$ cat src/rtl/rrsv_pkg.sv
// Package for the rounded rectangle strip vertex generator.
// Shared types, register indexes, corner codes and series constants.
// No dependencies.
`timescale 1ns / 1ps
`default_nettype none

package rrsv_pkg;

    // Arc point count: default and largest supported value
    localparam int ARC_POINTS_DEF = 80;
    localparam int ARC_POINTS_MAX = 120;
    localparam int ARC_IDX_W      = $clog2(ARC_POINTS_MAX);

    // Configuration port
    localparam int CFG_IDX_W  = 3;
    localparam int CFG_DATA_W = 16;

    localparam logic [CFG_IDX_W-1:0] REG_ORIGIN_X      = 3'd0;
    localparam logic [CFG_IDX_W-1:0] REG_ORIGIN_Y      = 3'd1;
    localparam logic [CFG_IDX_W-1:0] REG_RECT_WIDTH    = 3'd2;
    localparam logic [CFG_IDX_W-1:0] REG_RECT_HEIGHT   = 3'd3;
    localparam logic [CFG_IDX_W-1:0] REG_CORNER_RADIUS = 3'd4;

    // Corner codes
    localparam logic [1:0] CORNER_TL = 2'd0;
    localparam logic [1:0] CORNER_TR = 2'd1;
    localparam logic [1:0] CORNER_BR = 2'd2;
    localparam logic [1:0] CORNER_BL = 2'd3;

    // Series constants, Q30 angles
    localparam logic [63:0] HALF_PI_Q30 = 64'd1686629713;
    localparam logic [63:0] ONE_Q30     = 64'd1073741824;

    // Factor pairs that divide successive Taylor terms
    localparam logic [63:0] TAYLOR_DIV_COS [1:11] =
        '{64'd2, 64'd12, 64'd30, 64'd56, 64'd90, 64'd132,
          64'd182, 64'd240, 64'd306, 64'd380, 64'd462};
    localparam logic [63:0] TAYLOR_DIV_SIN [1:11] =
        '{64'd6, 64'd20, 64'd42, 64'd72, 64'd110, 64'd156,
          64'd210, 64'd272, 64'd342, 64'd420, 64'd506};

    // Configuration register file contents
    typedef struct packed {
        logic signed [15:0] origin_x;
        logic signed [15:0] origin_y;
        logic        [14:0] rect_width;
        logic        [14:0] rect_height;
        logic        [14:0] corner_radius;
    } t_cfg;

    // Per-vertex control from the sequencer to the datapath
    typedef struct packed {
        logic [ARC_IDX_W-1:0] k;
        logic [1:0]           corner;
        logic                 last;
        logic [14:0]          radius;
    } t_vtx_ctrl;

endpackage

`default_nettype wire

$ cat src/rtl/rrsv_in_if.sv
// Input channel of the vertex generator: one beat per vertex request.
// No dependencies.
`timescale 1ns / 1ps
`default_nettype none

interface rrsv_in_if;
    logic valid;
    logic ready;
    logic restart;

    modport source (output valid, output restart, input ready);
    modport sink   (input valid, input restart, output ready);
endinterface

`default_nettype wire

$ cat src/rtl/rrsv_out_if.sv
// Output channel of the vertex generator: one beat per strip vertex.
// No dependencies.
`timescale 1ns / 1ps
`default_nettype none

interface rrsv_out_if;
    logic               valid;
    logic               ready;
    logic signed [15:0] vertex_x;
    logic signed [15:0] vertex_y;
    logic               last_vertex;

    modport source (output valid, output vertex_x, output vertex_y, output last_vertex,
                    input ready);
    modport sink   (input valid, input vertex_x, input vertex_y, input last_vertex,
                    output ready);
endinterface

`default_nettype wire

$ cat src/rtl/rounded_rect_strip_vertex_gen_unit.sv
// Top level of the rounded rectangle strip vertex generator.
// Depends on rrsv_pkg, rrsv_in_if, rrsv_out_if, rrsv_seq and rrsv_datapath.
//
//   channel  dir  beat                                 handshake
//   i_in     in   restart                              valid/ready
//   o_out    out  vertex_x, vertex_y, last_vertex      valid/ready
//   cfg      in   i_cfg_idx, i_cfg_wdata               i_cfg_we, no wait
//
// Three register stages (sequencer, arc scaling, output): a request beat is
// registered in the sequencer, then in the arc scaling stage, then on o_out.
// One beat is accepted every cycle unless the output stalls; the arc table
// read and the two 15x15 radius multiplies in the middle stage set the cycle time.
// Reset clears the strip position, the latched radius, all stage valids
// and the configuration registers.
// A stalled output holds every stage; bubbles between stages are filled.
`timescale 1ns / 1ps
`default_nettype none

module rounded_rect_strip_vertex_gen_unit #(
    parameter int ARC_POINTS = rrsv_pkg::ARC_POINTS_DEF
) (
    input  wire logic                           i_clk,
    input  wire logic                           i_rst_n,
    input  wire logic                           i_cfg_we,
    input  wire logic [rrsv_pkg::CFG_IDX_W-1:0] i_cfg_idx,
    input  wire logic [rrsv_pkg::CFG_DATA_W-1:0] i_cfg_wdata,
    rrsv_in_if.sink                             i_in,
    rrsv_out_if.source                          o_out
);

    rrsv_pkg::t_cfg      r_cfg;
    rrsv_pkg::t_vtx_ctrl w_ctrl;
    logic                w_s1_valid;
    logic                w_ds_ready;

    // Configuration register file
    always_ff @(posedge i_clk) begin
        if (!i_rst_n) begin
            r_cfg <= '0;
        end else if (i_cfg_we) begin
            case (i_cfg_idx)
                rrsv_pkg::REG_ORIGIN_X:      r_cfg.origin_x      <= signed'(i_cfg_wdata);
                rrsv_pkg::REG_ORIGIN_Y:      r_cfg.origin_y      <= signed'(i_cfg_wdata);
                rrsv_pkg::REG_RECT_WIDTH:    r_cfg.rect_width    <= i_cfg_wdata[14:0];
                rrsv_pkg::REG_RECT_HEIGHT:   r_cfg.rect_height   <= i_cfg_wdata[14:0];
                rrsv_pkg::REG_CORNER_RADIUS: r_cfg.corner_radius <= i_cfg_wdata[14:0];
                default: ;
            endcase
        end
    end

    rrsv_seq #(
        .ARC_POINTS (ARC_POINTS)
    ) u_seq (
        .i_clk      (i_clk),
        .i_rst_n    (i_rst_n),
        .i_cfg      (r_cfg),
        .i_in       (i_in),
        .i_ds_ready (w_ds_ready),
        .o_valid    (w_s1_valid),
        .o_ctrl     (w_ctrl)
    );

    rrsv_datapath #(
        .ARC_POINTS (ARC_POINTS)
    ) u_datapath (
        .i_clk   (i_clk),
        .i_rst_n (i_rst_n),
        .i_cfg   (r_cfg),
        .i_valid (w_s1_valid),
        .i_ctrl  (w_ctrl),
        .o_ready (w_ds_ready),
        .o_out   (o_out)
    );

endmodule

`default_nettype wire

$ cat src/rtl/rrsv_arc_rom.sv
// Quarter-circle cosine/sine table in Q14, built at elaboration.
// Depends on rrsv_pkg.
`timescale 1ns / 1ps
`default_nettype none

module rrsv_arc_rom #(
    parameter int ARC_POINTS = rrsv_pkg::ARC_POINTS_DEF
) (
    input  wire logic [rrsv_pkg::ARC_IDX_W-1:0] i_k,
    output logic      [14:0]                    o_cos,
    output logic      [14:0]                    o_sin
);

    localparam int IDX_W = $clog2(ARC_POINTS);

    // Taylor series in Q30, clamped to [0,1], rounded to Q14
    function automatic logic [14:0] arc_q14(input int unsigned k_idx, input logic want_sin);
        logic [63:0] a;
        logic [63:0] x2;
        logic [63:0] t;
        logic [63:0] v;
        longint      sum;
        a  = (64'(k_idx) * rrsv_pkg::HALF_PI_Q30) / ARC_POINTS;
        x2 = (a * a) >> 30;
        t  = want_sin ? a : rrsv_pkg::ONE_Q30;
        sum = longint'(t);
        for (int term = 1; term < 12; term++) begin
            if (want_sin) begin
                t = ((t * x2) >> 30) / rrsv_pkg::TAYLOR_DIV_SIN[term];
            end else begin
                t = ((t * x2) >> 30) / rrsv_pkg::TAYLOR_DIV_COS[term];
            end
            if (term % 2 == 1) begin
                sum = sum - longint'(t);
            end else begin
                sum = sum + longint'(t);
            end
        end
        if (sum < 0) begin
            sum = 0;
        end
        if (sum > longint'(rrsv_pkg::ONE_Q30)) begin
            sum = longint'(rrsv_pkg::ONE_Q30);
        end
        v = (64'(sum) + 64'd32768) >> 16;
        return v[14:0];
    endfunction

    logic [14:0] w_cos_tbl [ARC_POINTS];
    logic [14:0] w_sin_tbl [ARC_POINTS];

    for (genvar g = 0; g < ARC_POINTS; g++) begin : g_tbl
        localparam logic [14:0] CosVal = arc_q14(g, 1'b0);
        localparam logic [14:0] SinVal = arc_q14(g, 1'b1);
        assign w_cos_tbl[g] = CosVal;
        assign w_sin_tbl[g] = SinVal;
    end

    // Table read; indexes past the arc read as zero
    always_comb begin
        if (i_k < rrsv_pkg::ARC_IDX_W'(ARC_POINTS)) begin
            o_cos = w_cos_tbl[i_k[IDX_W-1:0]];
            o_sin = w_sin_tbl[i_k[IDX_W-1:0]];
        end else begin
            o_cos = '0;
            o_sin = '0;
        end
    end

endmodule

`default_nettype wire

$ cat src/rtl/rrsv_seq.sv
// Strip sequencer: vertex position, radius latch, corner and arc index.
// Depends on rrsv_pkg and rrsv_in_if.
`timescale 1ns / 1ps
`default_nettype none

module rrsv_seq #(
    parameter int ARC_POINTS = rrsv_pkg::ARC_POINTS_DEF
) (
    input  wire logic                 i_clk,
    input  wire logic                 i_rst_n,
    input  wire rrsv_pkg::t_cfg       i_cfg,
    rrsv_in_if.sink                   i_in,
    input  wire logic                 i_ds_ready,
    output logic                      o_valid,
    output rrsv_pkg::t_vtx_ctrl       o_ctrl
);

    localparam int STRIP_LEN = 4 * ARC_POINTS + 6;
    localparam int POS_W     = $clog2(STRIP_LEN);

    logic [POS_W-1:0]    r_pos;
    logic [POS_W-1:0]    n_pos;
    logic [14:0]         r_radius;
    logic [14:0]         n_radius;
    logic                r_valid;
    rrsv_pkg::t_vtx_ctrl r_ctrl;
    rrsv_pkg::t_vtx_ctrl n_ctrl;

    logic             w_s1_ready;
    logic             w_acc;
    logic [POS_W-1:0] w_p;
    logic [POS_W-1:0] w_q;
    logic [POS_W-1:0] w_k_top;
    logic [14:0]      w_min_side;
    logic [16:0]      w_auto_num;
    logic [31:0]      w_auto_prod;
    logic [14:0]      w_auto_rad;

    assign w_s1_ready = !r_valid || i_ds_ready;
    assign i_in.ready = w_s1_ready;
    assign w_acc      = i_in.valid && w_s1_ready;

    // Position of this beat, restart forces the first vertex
    assign w_p   = i_in.restart ? '0 : r_pos;
    assign n_pos = (w_p == POS_W'(STRIP_LEN - 1)) ? '0 : w_p + 1'b1;

    // Ten percent of the smaller side, rounded: floor((2m+10)/20) = floor(((2m+10)>>2)/5)
    assign w_min_side  = (i_cfg.rect_width < i_cfg.rect_height) ?
                         i_cfg.rect_width : i_cfg.rect_height;
    assign w_auto_num  = {1'b0, w_min_side, 1'b0} + 17'd10;
    assign w_auto_prod = 32'(w_auto_num[16:2]) * 32'd52429;
    assign w_auto_rad  = 15'(w_auto_prod >> 18);

    // Radius latched at strip start
    always_comb begin
        n_radius = r_radius;
        if (w_p == '0) begin
            n_radius = (i_cfg.corner_radius != '0) ? i_cfg.corner_radius : w_auto_rad;
        end
    end

    // Corner and arc index for this position
    assign w_k_top = POS_W'(ARC_POINTS - 1) - (w_p >> 1);
    assign w_q     = w_p - POS_W'(2 * ARC_POINTS + 6);

    always_comb begin
        n_ctrl.radius = n_radius;
        n_ctrl.last   = (w_p == POS_W'(STRIP_LEN - 1));
        if (w_p < POS_W'(2 * ARC_POINTS)) begin
            n_ctrl.k      = rrsv_pkg::ARC_IDX_W'(w_k_top);
            n_ctrl.corner = w_p[0] ? rrsv_pkg::CORNER_TR : rrsv_pkg::CORNER_TL;
        end else if (w_p < POS_W'(2 * ARC_POINTS + 3)) begin
            n_ctrl.k      = '0;
            n_ctrl.corner = rrsv_pkg::CORNER_TR;
        end else if (w_p == POS_W'(2 * ARC_POINTS + 3)) begin
            n_ctrl.k      = '0;
            n_ctrl.corner = rrsv_pkg::CORNER_TL;
        end else if (w_p == POS_W'(2 * ARC_POINTS + 4)) begin
            n_ctrl.k      = '0;
            n_ctrl.corner = rrsv_pkg::CORNER_BR;
        end else if (w_p == POS_W'(2 * ARC_POINTS + 5)) begin
            n_ctrl.k      = '0;
            n_ctrl.corner = rrsv_pkg::CORNER_BL;
        end else begin
            n_ctrl.k      = rrsv_pkg::ARC_IDX_W'(w_q >> 1);
            n_ctrl.corner = w_q[0] ? rrsv_pkg::CORNER_BL : rrsv_pkg::CORNER_BR;
        end
    end

    // Control state
    always_ff @(posedge i_clk) begin
        if (!i_rst_n) begin
            r_pos    <= '0;
            r_radius <= '0;
            r_valid  <= 1'b0;
        end else begin
            if (w_s1_ready) begin
                r_valid <= i_in.valid;
            end
            if (w_acc) begin
                r_pos    <= n_pos;
                r_radius <= n_radius;
            end
        end
    end

    // Input stage payload
    always_ff @(posedge i_clk) begin
        if (w_acc) begin
            r_ctrl <= n_ctrl;
        end
    end

    assign o_valid = r_valid;
    assign o_ctrl  = r_ctrl;

`ifndef SYNTHESIS
    a_pos_range: assert property (@(posedge i_clk) disable iff (!i_rst_n)
        r_pos < POS_W'(STRIP_LEN))
        else $error("strip position out of range");

    a_restart_first: assert property (@(posedge i_clk) disable iff (!i_rst_n)
        (w_acc && i_in.restart) |=> (r_valid && r_ctrl.corner == rrsv_pkg::CORNER_TL
            && r_ctrl.k == rrsv_pkg::ARC_IDX_W'(ARC_POINTS - 1)))
        else $error("restart did not start at the first top-left vertex");

    a_last_bl: assert property (@(posedge i_clk) disable iff (!i_rst_n)
        (r_valid && r_ctrl.last) |-> (r_ctrl.corner == rrsv_pkg::CORNER_BL
            && r_ctrl.k == rrsv_pkg::ARC_IDX_W'(ARC_POINTS - 1)))
        else $error("last vertex is not the final bottom-left point");
`endif

endmodule

`default_nettype wire

$ cat src/rtl/rrsv_datapath.sv
// Vertex datapath: arc scaling by the radius, edge sums, saturation, output register.
// Depends on rrsv_pkg, rrsv_arc_rom and rrsv_out_if.
`timescale 1ns / 1ps
`default_nettype none

module rrsv_datapath #(
    parameter int ARC_POINTS = rrsv_pkg::ARC_POINTS_DEF
) (
    input  wire logic                 i_clk,
    input  wire logic                 i_rst_n,
    input  wire rrsv_pkg::t_cfg       i_cfg,
    input  wire logic                 i_valid,
    input  wire rrsv_pkg::t_vtx_ctrl  i_ctrl,
    output logic                      o_ready,
    rrsv_out_if.source                o_out
);

    // Clamp an 18-bit sum to the signed 16-bit range
    function automatic logic signed [15:0] sat16(input logic signed [17:0] v);
        if (v > 18'sd32767) begin
            return 16'sh7fff;
        end else if (v < -18'sd32768) begin
            return 16'sh8000;
        end else begin
            return v[15:0];
        end
    endfunction

    logic [14:0] w_cos;
    logic [14:0] w_sin;
    logic [29:0] w_cprod;
    logic [29:0] w_sprod;
    logic [30:0] w_cround;
    logic [30:0] w_sround;

    logic        r2_valid;
    logic [15:0] r2_cr;
    logic [15:0] r2_sr;
    logic [1:0]  r2_corner;
    logic        r2_last;
    logic [14:0] r2_radius;

    logic               r_out_valid;
    logic signed [15:0] r_out_x;
    logic signed [15:0] r_out_y;
    logic               r_out_last;
    logic signed [15:0] n_out_x;
    logic signed [15:0] n_out_y;

    logic               w_out_free;
    logic               w_s2_ready;
    logic signed [17:0] w_ox;
    logic signed [17:0] w_oy;
    logic signed [17:0] w_r;
    logic signed [17:0] w_cr;
    logic signed [17:0] w_sr;
    logic signed [17:0] w_xl;
    logic signed [17:0] w_xr;
    logic signed [17:0] w_yt;
    logic signed [17:0] w_yb;

    assign w_out_free = !r_out_valid || o_out.ready;
    assign w_s2_ready = !r2_valid || w_out_free;
    assign o_ready    = w_s2_ready;

    rrsv_arc_rom #(
        .ARC_POINTS (ARC_POINTS)
    ) u_rom (
        .i_k   (i_ctrl.k),
        .o_cos (w_cos),
        .o_sin (w_sin)
    );

    // Scaled arc offsets, rounded half up from Q14
    assign w_cprod  = 30'(w_cos) * 30'(i_ctrl.radius);
    assign w_sprod  = 30'(w_sin) * 30'(i_ctrl.radius);
    assign w_cround = 31'(w_cprod) + 31'd8192;
    assign w_sround = 31'(w_sprod) + 31'd8192;

    always_ff @(posedge i_clk) begin
        if (!i_rst_n) begin
            r2_valid <= 1'b0;
        end else if (w_s2_ready) begin
            r2_valid <= i_valid;
        end
    end

    always_ff @(posedge i_clk) begin
        if (w_s2_ready && i_valid) begin
            r2_cr     <= 16'(w_cround >> 14);
            r2_sr     <= 16'(w_sround >> 14);
            r2_corner <= i_ctrl.corner;
            r2_last   <= i_ctrl.last;
            r2_radius <= i_ctrl.radius;
        end
    end

    // Edge coordinates, exact in 18 bits
    assign w_ox = 18'(i_cfg.origin_x);
    assign w_oy = 18'(i_cfg.origin_y);
    assign w_r  = signed'({3'b000, r2_radius});
    assign w_cr = signed'({2'b00, r2_cr});
    assign w_sr = signed'({2'b00, r2_sr});
    assign w_xl = w_ox + w_r - w_cr;
    assign w_xr = w_ox + signed'({3'b000, i_cfg.rect_width}) - w_r + w_cr;
    assign w_yt = w_oy - w_r + w_sr;
    assign w_yb = w_oy - signed'({3'b000, i_cfg.rect_height}) + w_r - w_sr;

    // Corner selection
    always_comb begin
        case (r2_corner)
            rrsv_pkg::CORNER_TL: begin
                n_out_x = sat16(w_xl);
                n_out_y = sat16(w_yt);
            end
            rrsv_pkg::CORNER_TR: begin
                n_out_x = sat16(w_xr);
                n_out_y = sat16(w_yt);
            end
            rrsv_pkg::CORNER_BR: begin
                n_out_x = sat16(w_xr);
                n_out_y = sat16(w_yb);
            end
            default: begin
                n_out_x = sat16(w_xl);
                n_out_y = sat16(w_yb);
            end
        endcase
    end

    // Output register
    always_ff @(posedge i_clk) begin
        if (!i_rst_n) begin
            r_out_valid <= 1'b0;
        end else if (w_out_free) begin
            r_out_valid <= r2_valid;
        end
    end

    always_ff @(posedge i_clk) begin
        if (w_out_free && r2_valid) begin
            r_out_x    <= n_out_x;
            r_out_y    <= n_out_y;
            r_out_last <= r2_last;
        end
    end

    assign o_out.valid       = r_out_valid;
    assign o_out.vertex_x    = r_out_x;
    assign o_out.vertex_y    = r_out_y;
    assign o_out.last_vertex = r_out_last;

`ifndef SYNTHESIS
    a_mid_hold: assert property (@(posedge i_clk) disable iff (!i_rst_n)
        (r2_valid && !w_out_free) |=> (r2_valid && $stable(r2_cr) && $stable(r2_sr)))
        else $error("middle stage lost or changed a stalled vertex");
`endif

endmodule

`default_nettype wire
$ cat src/flat_wrapper.sv
// flat-port wrapper written by rule: the top's interface ports become plain ports
module rounded_rect_strip_vertex_gen_unit_flat 
#(
    parameter int ARC_POINTS = rrsv_pkg::ARC_POINTS_DEF
)
  (i_clk, i_rst_n, i_cfg_we, i_cfg_idx, i_cfg_wdata, i_in_valid, i_in_restart, i_in_ready, o_out_valid, o_out_vertex_x, o_out_vertex_y, o_out_last_vertex, o_out_ready);
  rrsv_in_if i_in_i ();
  rrsv_out_if o_out_i ();
  input  wire logic i_clk;
  input  wire logic i_rst_n;
  input  wire logic i_cfg_we;
  input  wire logic [rrsv_pkg::CFG_IDX_W-1:0] i_cfg_idx;
  input  wire logic [rrsv_pkg::CFG_DATA_W-1:0] i_cfg_wdata;
  input wire logic [$bits(i_in_i.valid)-1:0] i_in_valid;
  input wire logic [$bits(i_in_i.restart)-1:0] i_in_restart;
  output wire logic [$bits(i_in_i.ready)-1:0] i_in_ready;
  output wire logic [$bits(o_out_i.valid)-1:0] o_out_valid;
  output wire logic [$bits(o_out_i.vertex_x)-1:0] o_out_vertex_x;
  output wire logic [$bits(o_out_i.vertex_y)-1:0] o_out_vertex_y;
  output wire logic [$bits(o_out_i.last_vertex)-1:0] o_out_last_vertex;
  input wire logic [$bits(o_out_i.ready)-1:0] o_out_ready;
  assign i_in_i.valid = i_in_valid;
  assign i_in_i.restart = i_in_restart;
  assign i_in_ready = i_in_i.ready;
  assign o_out_valid = o_out_i.valid;
  assign o_out_vertex_x = o_out_i.vertex_x;
  assign o_out_vertex_y = o_out_i.vertex_y;
  assign o_out_last_vertex = o_out_i.last_vertex;
  assign o_out_i.ready = o_out_ready;
  rounded_rect_strip_vertex_gen_unit #(.ARC_POINTS(ARC_POINTS)) u_core (.i_clk(i_clk), .i_rst_n(i_rst_n), .i_cfg_we(i_cfg_we), .i_cfg_idx(i_cfg_idx), .i_cfg_wdata(i_cfg_wdata), .i_in(i_in_i), .o_out(o_out_i));
endmodule
$ cat config.mk
export PLATFORM = sky130hd
export DESIGN_NAME = rounded_rect_strip_vertex_gen_unit_flat
export DESIGN_NICKNAME = d
export VERILOG_FILES = /design/src/rtl/rrsv_pkg.sv /design/src/rtl/rrsv_in_if.sv /design/src/rtl/rrsv_out_if.sv /design/src/rtl/rounded_rect_strip_vertex_gen_unit.sv /design/src/rtl/rrsv_arc_rom.sv /design/src/rtl/rrsv_seq.sv /design/src/rtl/rrsv_datapath.sv /design/src/flat_wrapper.sv
export SDC_FILE = /design/constraint.sdc
export NUM_CORES = 2
export LEC_CHECK = 0
export BUFFER_PORTS_ARGS = -buffer_cell sky130_fd_sc_hd__buf_2
export CAP_MARGIN = 25
export CORE_MARGIN = 2
export CORE_UTILIZATION = 45
export DETAILED_ROUTE_END_ITERATION = 7
export SYNTH_ARGS = -nofsm -noshare
export SYNTH_HDL_FRONTEND = slang
export SYNTH_SLANG_ARGS = --single-unit
$ cat constraint.sdc
create_clock -name i_clk -period 11.5 [get_ports i_clk]
set_clock_uncertainty 0.1 [all_clocks]
set_input_delay 0.575 -clock i_clk [delete_from_list [all_inputs] [get_ports i_clk]]
set_output_delay 0.575 -clock i_clk [all_outputs]
set_load 0.02 [all_outputs]
==> flow_summary_export.csv <==
group,metric,value,unit
status,outcome,"completed",
detailed_routing,drt-initial-drc-count,2059,
hold_path,min_to,"u_core.u_seq.o_valid",
setup_path,critPathMaxFanout,7,
sta,worst_pin_slew,1.15,ns
global_route,groute.usage.overall,0.248,
cts,cts_hold_buffers,0,
setup_path,worst_r2r_path_depth,35,
layout,stdcell_area,0.0379,mm^2
placement,place_congestion,0.979,
detailed_routing,wl_met3,5580,um
sta,period_share,0.855,
cts,cts_tree,"yes",
detailed_routing,wl_met2,45700,um
detailed_routing,wire_per_inst,19.3,um
die,die_w,285,um
cts,post_cts_buffers,0,
setup_path,startpoint_type,"flip-flop",
cts,cts.sinks,212,
logic_synthesis,synthFlopType,"edfxtp_1",
global_route,gr-total-overflow,0,
logic_synthesis,ys_ff_latch,212,
die,initial_core_util,0.453,
hold_path,min_path_cells,3,
placement,placed_cell_area,0.0369,mm^2
setup_path,critPathSlowestCell,"o21ai_0",
placement,hpwl,77900,um
setup_path,max_stage_delay,0.60,ns
logic_synthesis,synth_seq_area_share,0.150,
setup_path,r2r_start,"u_core.r_cfg[24]",
detailed_routing,wirelength_met1,44700,um
cts,clkLatencyLatePin,0.57,ns
run,cap_violations,0,
logic_synthesis,yosys_warnings,0,
cts,clock_path_buffers,3,
setup_path,worstPathArrival,10.05,ns
logic_synthesis,synth_top_area_frac,0.267,
cts,cts_buffers,27,
setup_path,required,11.71,ns
placement,pre_cts_ws,1.83,ns
layout,n_antenna_cell,0,
setup_path,critPathCaptureType,"flip-flop",
layout,fillers,7691,
sta,setup_viol,0,
cts,htree_num_levels,1,
detailed_routing,drt-pass1-iter-count,7,
die,row_count,103,
hold_path,worstHoldStart,"i_in_valid",
logic_synthesis,synth-async-reset-ratio,0,
pwr,cellPowerDensity,126,mW/mm^2
global_route,grt_pass1_vias,28800,
sta,slew_headroom,0.231,
global_route,grt_first_pass_wirelength,161000,um
sta,hold_viol_final,0,
detailed_routing,antenna_left,0,
setup_path,r2r-end,"u_core.u_seq.o_ctrl[5]",
die,core_area,0.0786,mm^2
detailed_routing,top_layer,"met5",
logic_synthesis,syn_avg_cell_area,8.60,um^2
sta,slew_viol_final,0,
logic_synthesis,synth_edf_count,108,
detailed_routing,num_vias,28100,
layout,final_nets,5011,
cts,cts_resized,0,
setup_path,rrSetupSlack,1.67,ns
sta,layout_min_cycle_time,9.83,ns
setup_path,crit_buf_inv,5,
detailed_routing,wl,99400,um
logic_synthesis,syn_nets,5062,
sta,fin_setup_tns,0,ns
cts,clockRootBuffer,"clkbuf_16",
logic_synthesis,postSynthCellCount,4138,
cts,cts.clk_slew.worst_paths,0.06,ns
placement,portBuffers,59,
hold_path,hp-class,"in2reg",
logic_synthesis,synth_area_leaders,"fa_1 (27%), ha_1 (15%), edfxtp_1 (9.1%), inv_1 (7.6%), nand2_1 (6.9%)",
sta,fmax,0.102,GHz
detailed_routing,vias_per_cell,5.45,
global_route,grt_max_degree,106,
logic_synthesis,synth_area_leader_cell,"fa_1",
sta,fin_ws,1.67,ns
logic_synthesis,synth_commonest_cells,"inv_1 (717), nand2_1 (659), fa_1 (475), ha_1 (424), a21oi_1 (183)",
logic_synthesis,synth_cell_types,102,
die,die_area,0.0814,mm^2
die,ios,60,
pwr,p_leak,18.1,nW
layout,drive_above_1_share,0.0579,
detailed_routing,drc_errors,0,
layout,syn_to_final_growth,6.48,%
global_route,antenna_found_initial,1,
setup_path,criticalPathCategory,"reg2reg",
sta,rsz0062_at_grt,"no",
pwr,ir_drop,0.116,mV
logic_synthesis,synth.most_common_cell,"inv_1",
die,die_y,285,um
logic_synthesis,synth_area,0.0356,mm^2
setup_path,path_delay_family,"compound AO/OA/AOI/OAI gates",
[layout by cell type (no fill, tap or decap), types with 41 or more instances in the layout]
master    instances
dfxtp_1         104
ha_1            424
a21o_1           52
and2_1          125
xnor2_1          84
nor2_1          171
nand2_1         659
o21ai_0         120
a21boi_0         85
a21oi_1         183
buf_4            60
xor2_1           41
fa_1            475
inv_1           717
edfxtp_1        108
buf_2            59
nor3_1           49
[final cells by class]
type	count	area (um^2)	share of cell area
clock inverters	14	205	0.00541
inverters	719	2700	0.0712
flip-flops and latches	212	5330	0.140
well taps	1050	1310	0.0347
repair buffers	119	746	0.0197
clock buffers	36	762	0.0201
multi-input cells	3008	26900	0.708
[layer usage]
metal	vias to the layer above	track usage
li1	13300	-
met1	13700	0.340
met2	897	0.413
met3	198	0.0250
met4	2	0.0792
met5	-	0
[cells by family after synthesis]
logic type,count (synthesis),synth area share
and+or+nand+nor,1213,0.154
buffers and inverters,918,0.0990
adders and majority gates,899,0.416
AOI/OAI and AO/OA,739,0.138
DFF,212,0.150
xor gates and xnor gates,127,0.0317
muxes,30,0.0107
[flip-flops by register name, summed over array words and instances, names as in the netlist]
| name | flops |
|---|---|
| u_core.r_cfg | 77 |
| u_core.u_datapath.o_out.last_vertex | 1 |
| u_core.u_datapath.o_out.valid | 1 |
| u_core.u_datapath.o_out.vertex_x | 16 |
| u_core.u_datapath.o_out.vertex_y | 16 |
| u_core.u_datapath.r2_corner | 2 |
| u_core.u_datapath.r2_cr | 16 |
| u_core.u_datapath.r2_last | 1 |
| u_core.u_datapath.r2_radius | 15 |
| u_core.u_datapath.r2_sr | 16 |
| u_core.u_datapath.r2_valid | 1 |
| u_core.u_seq.o_ctrl | 25 |
| u_core.u_seq.o_valid | 1 |
| u_core.u_seq.r_pos | 9 |
| u_core.u_seq.r_radius | 15 |
[through the flow]
| stage | instances | power, mW | hold slack, ns | util |
|---|---|---|---|---|
| final | 5158 | 4.78 | 0.157 | 0.482 |
| after global routing | 5158 | 5.26 | 0.164 | 0.482 |
| after CTS | 5158 | 4.80 | 0.122 | 0.482 |
| after detailed placement | 5108 | 3.86 | 0.307 | 0.470 |
| after global placement | 5107 | 3.84 | 0.311 | 0.470 |
| after floorplan | 4138 | 3.12 | 0.300 | - |
[worst max-delay path by stage]
stage / start / to / depth (start not counted)
floorplan: u_core.r_cfg[24] / u_core.u_seq.o_ctrl[5] / 40
finish: u_core.r_cfg[24] / u_core.u_seq.o_ctrl[5] / 35
CTS: u_core.r_cfg[24] / u_core.u_seq.o_ctrl[5] / 35
detailed placement: u_core.r_cfg[24] / u_core.u_seq.o_ctrl[5] / 35
global placement: u_core.u_seq.o_ctrl[18] / u_core.u_datapath.r2_cr[15] / 31
global route: u_core.r_cfg[24] / u_core.u_seq.o_ctrl[5] / 35
[worst register-to-register path, delay by kind of cell (launching register included)]
family | cells | cell delay (ns)
compound gates | 13 | 4.03
xor+xnor | 2 | 0.23
fa+ha+maj | 9 | 3.64
buf+inv | 5 | 0.35
flops | 1 | 0.45
mux | 1 | 0.31
simple gates | 5 | 0.44
[where the power goes]
| part | internal, mW | switching, mW |
|---|---|---|
| registers | 0.918 | 0.0497 |
| clock network | 0.561 | 0.350 |
| logic | 1.17 | 1.73 |
Power figures use the tool's default switching activity.
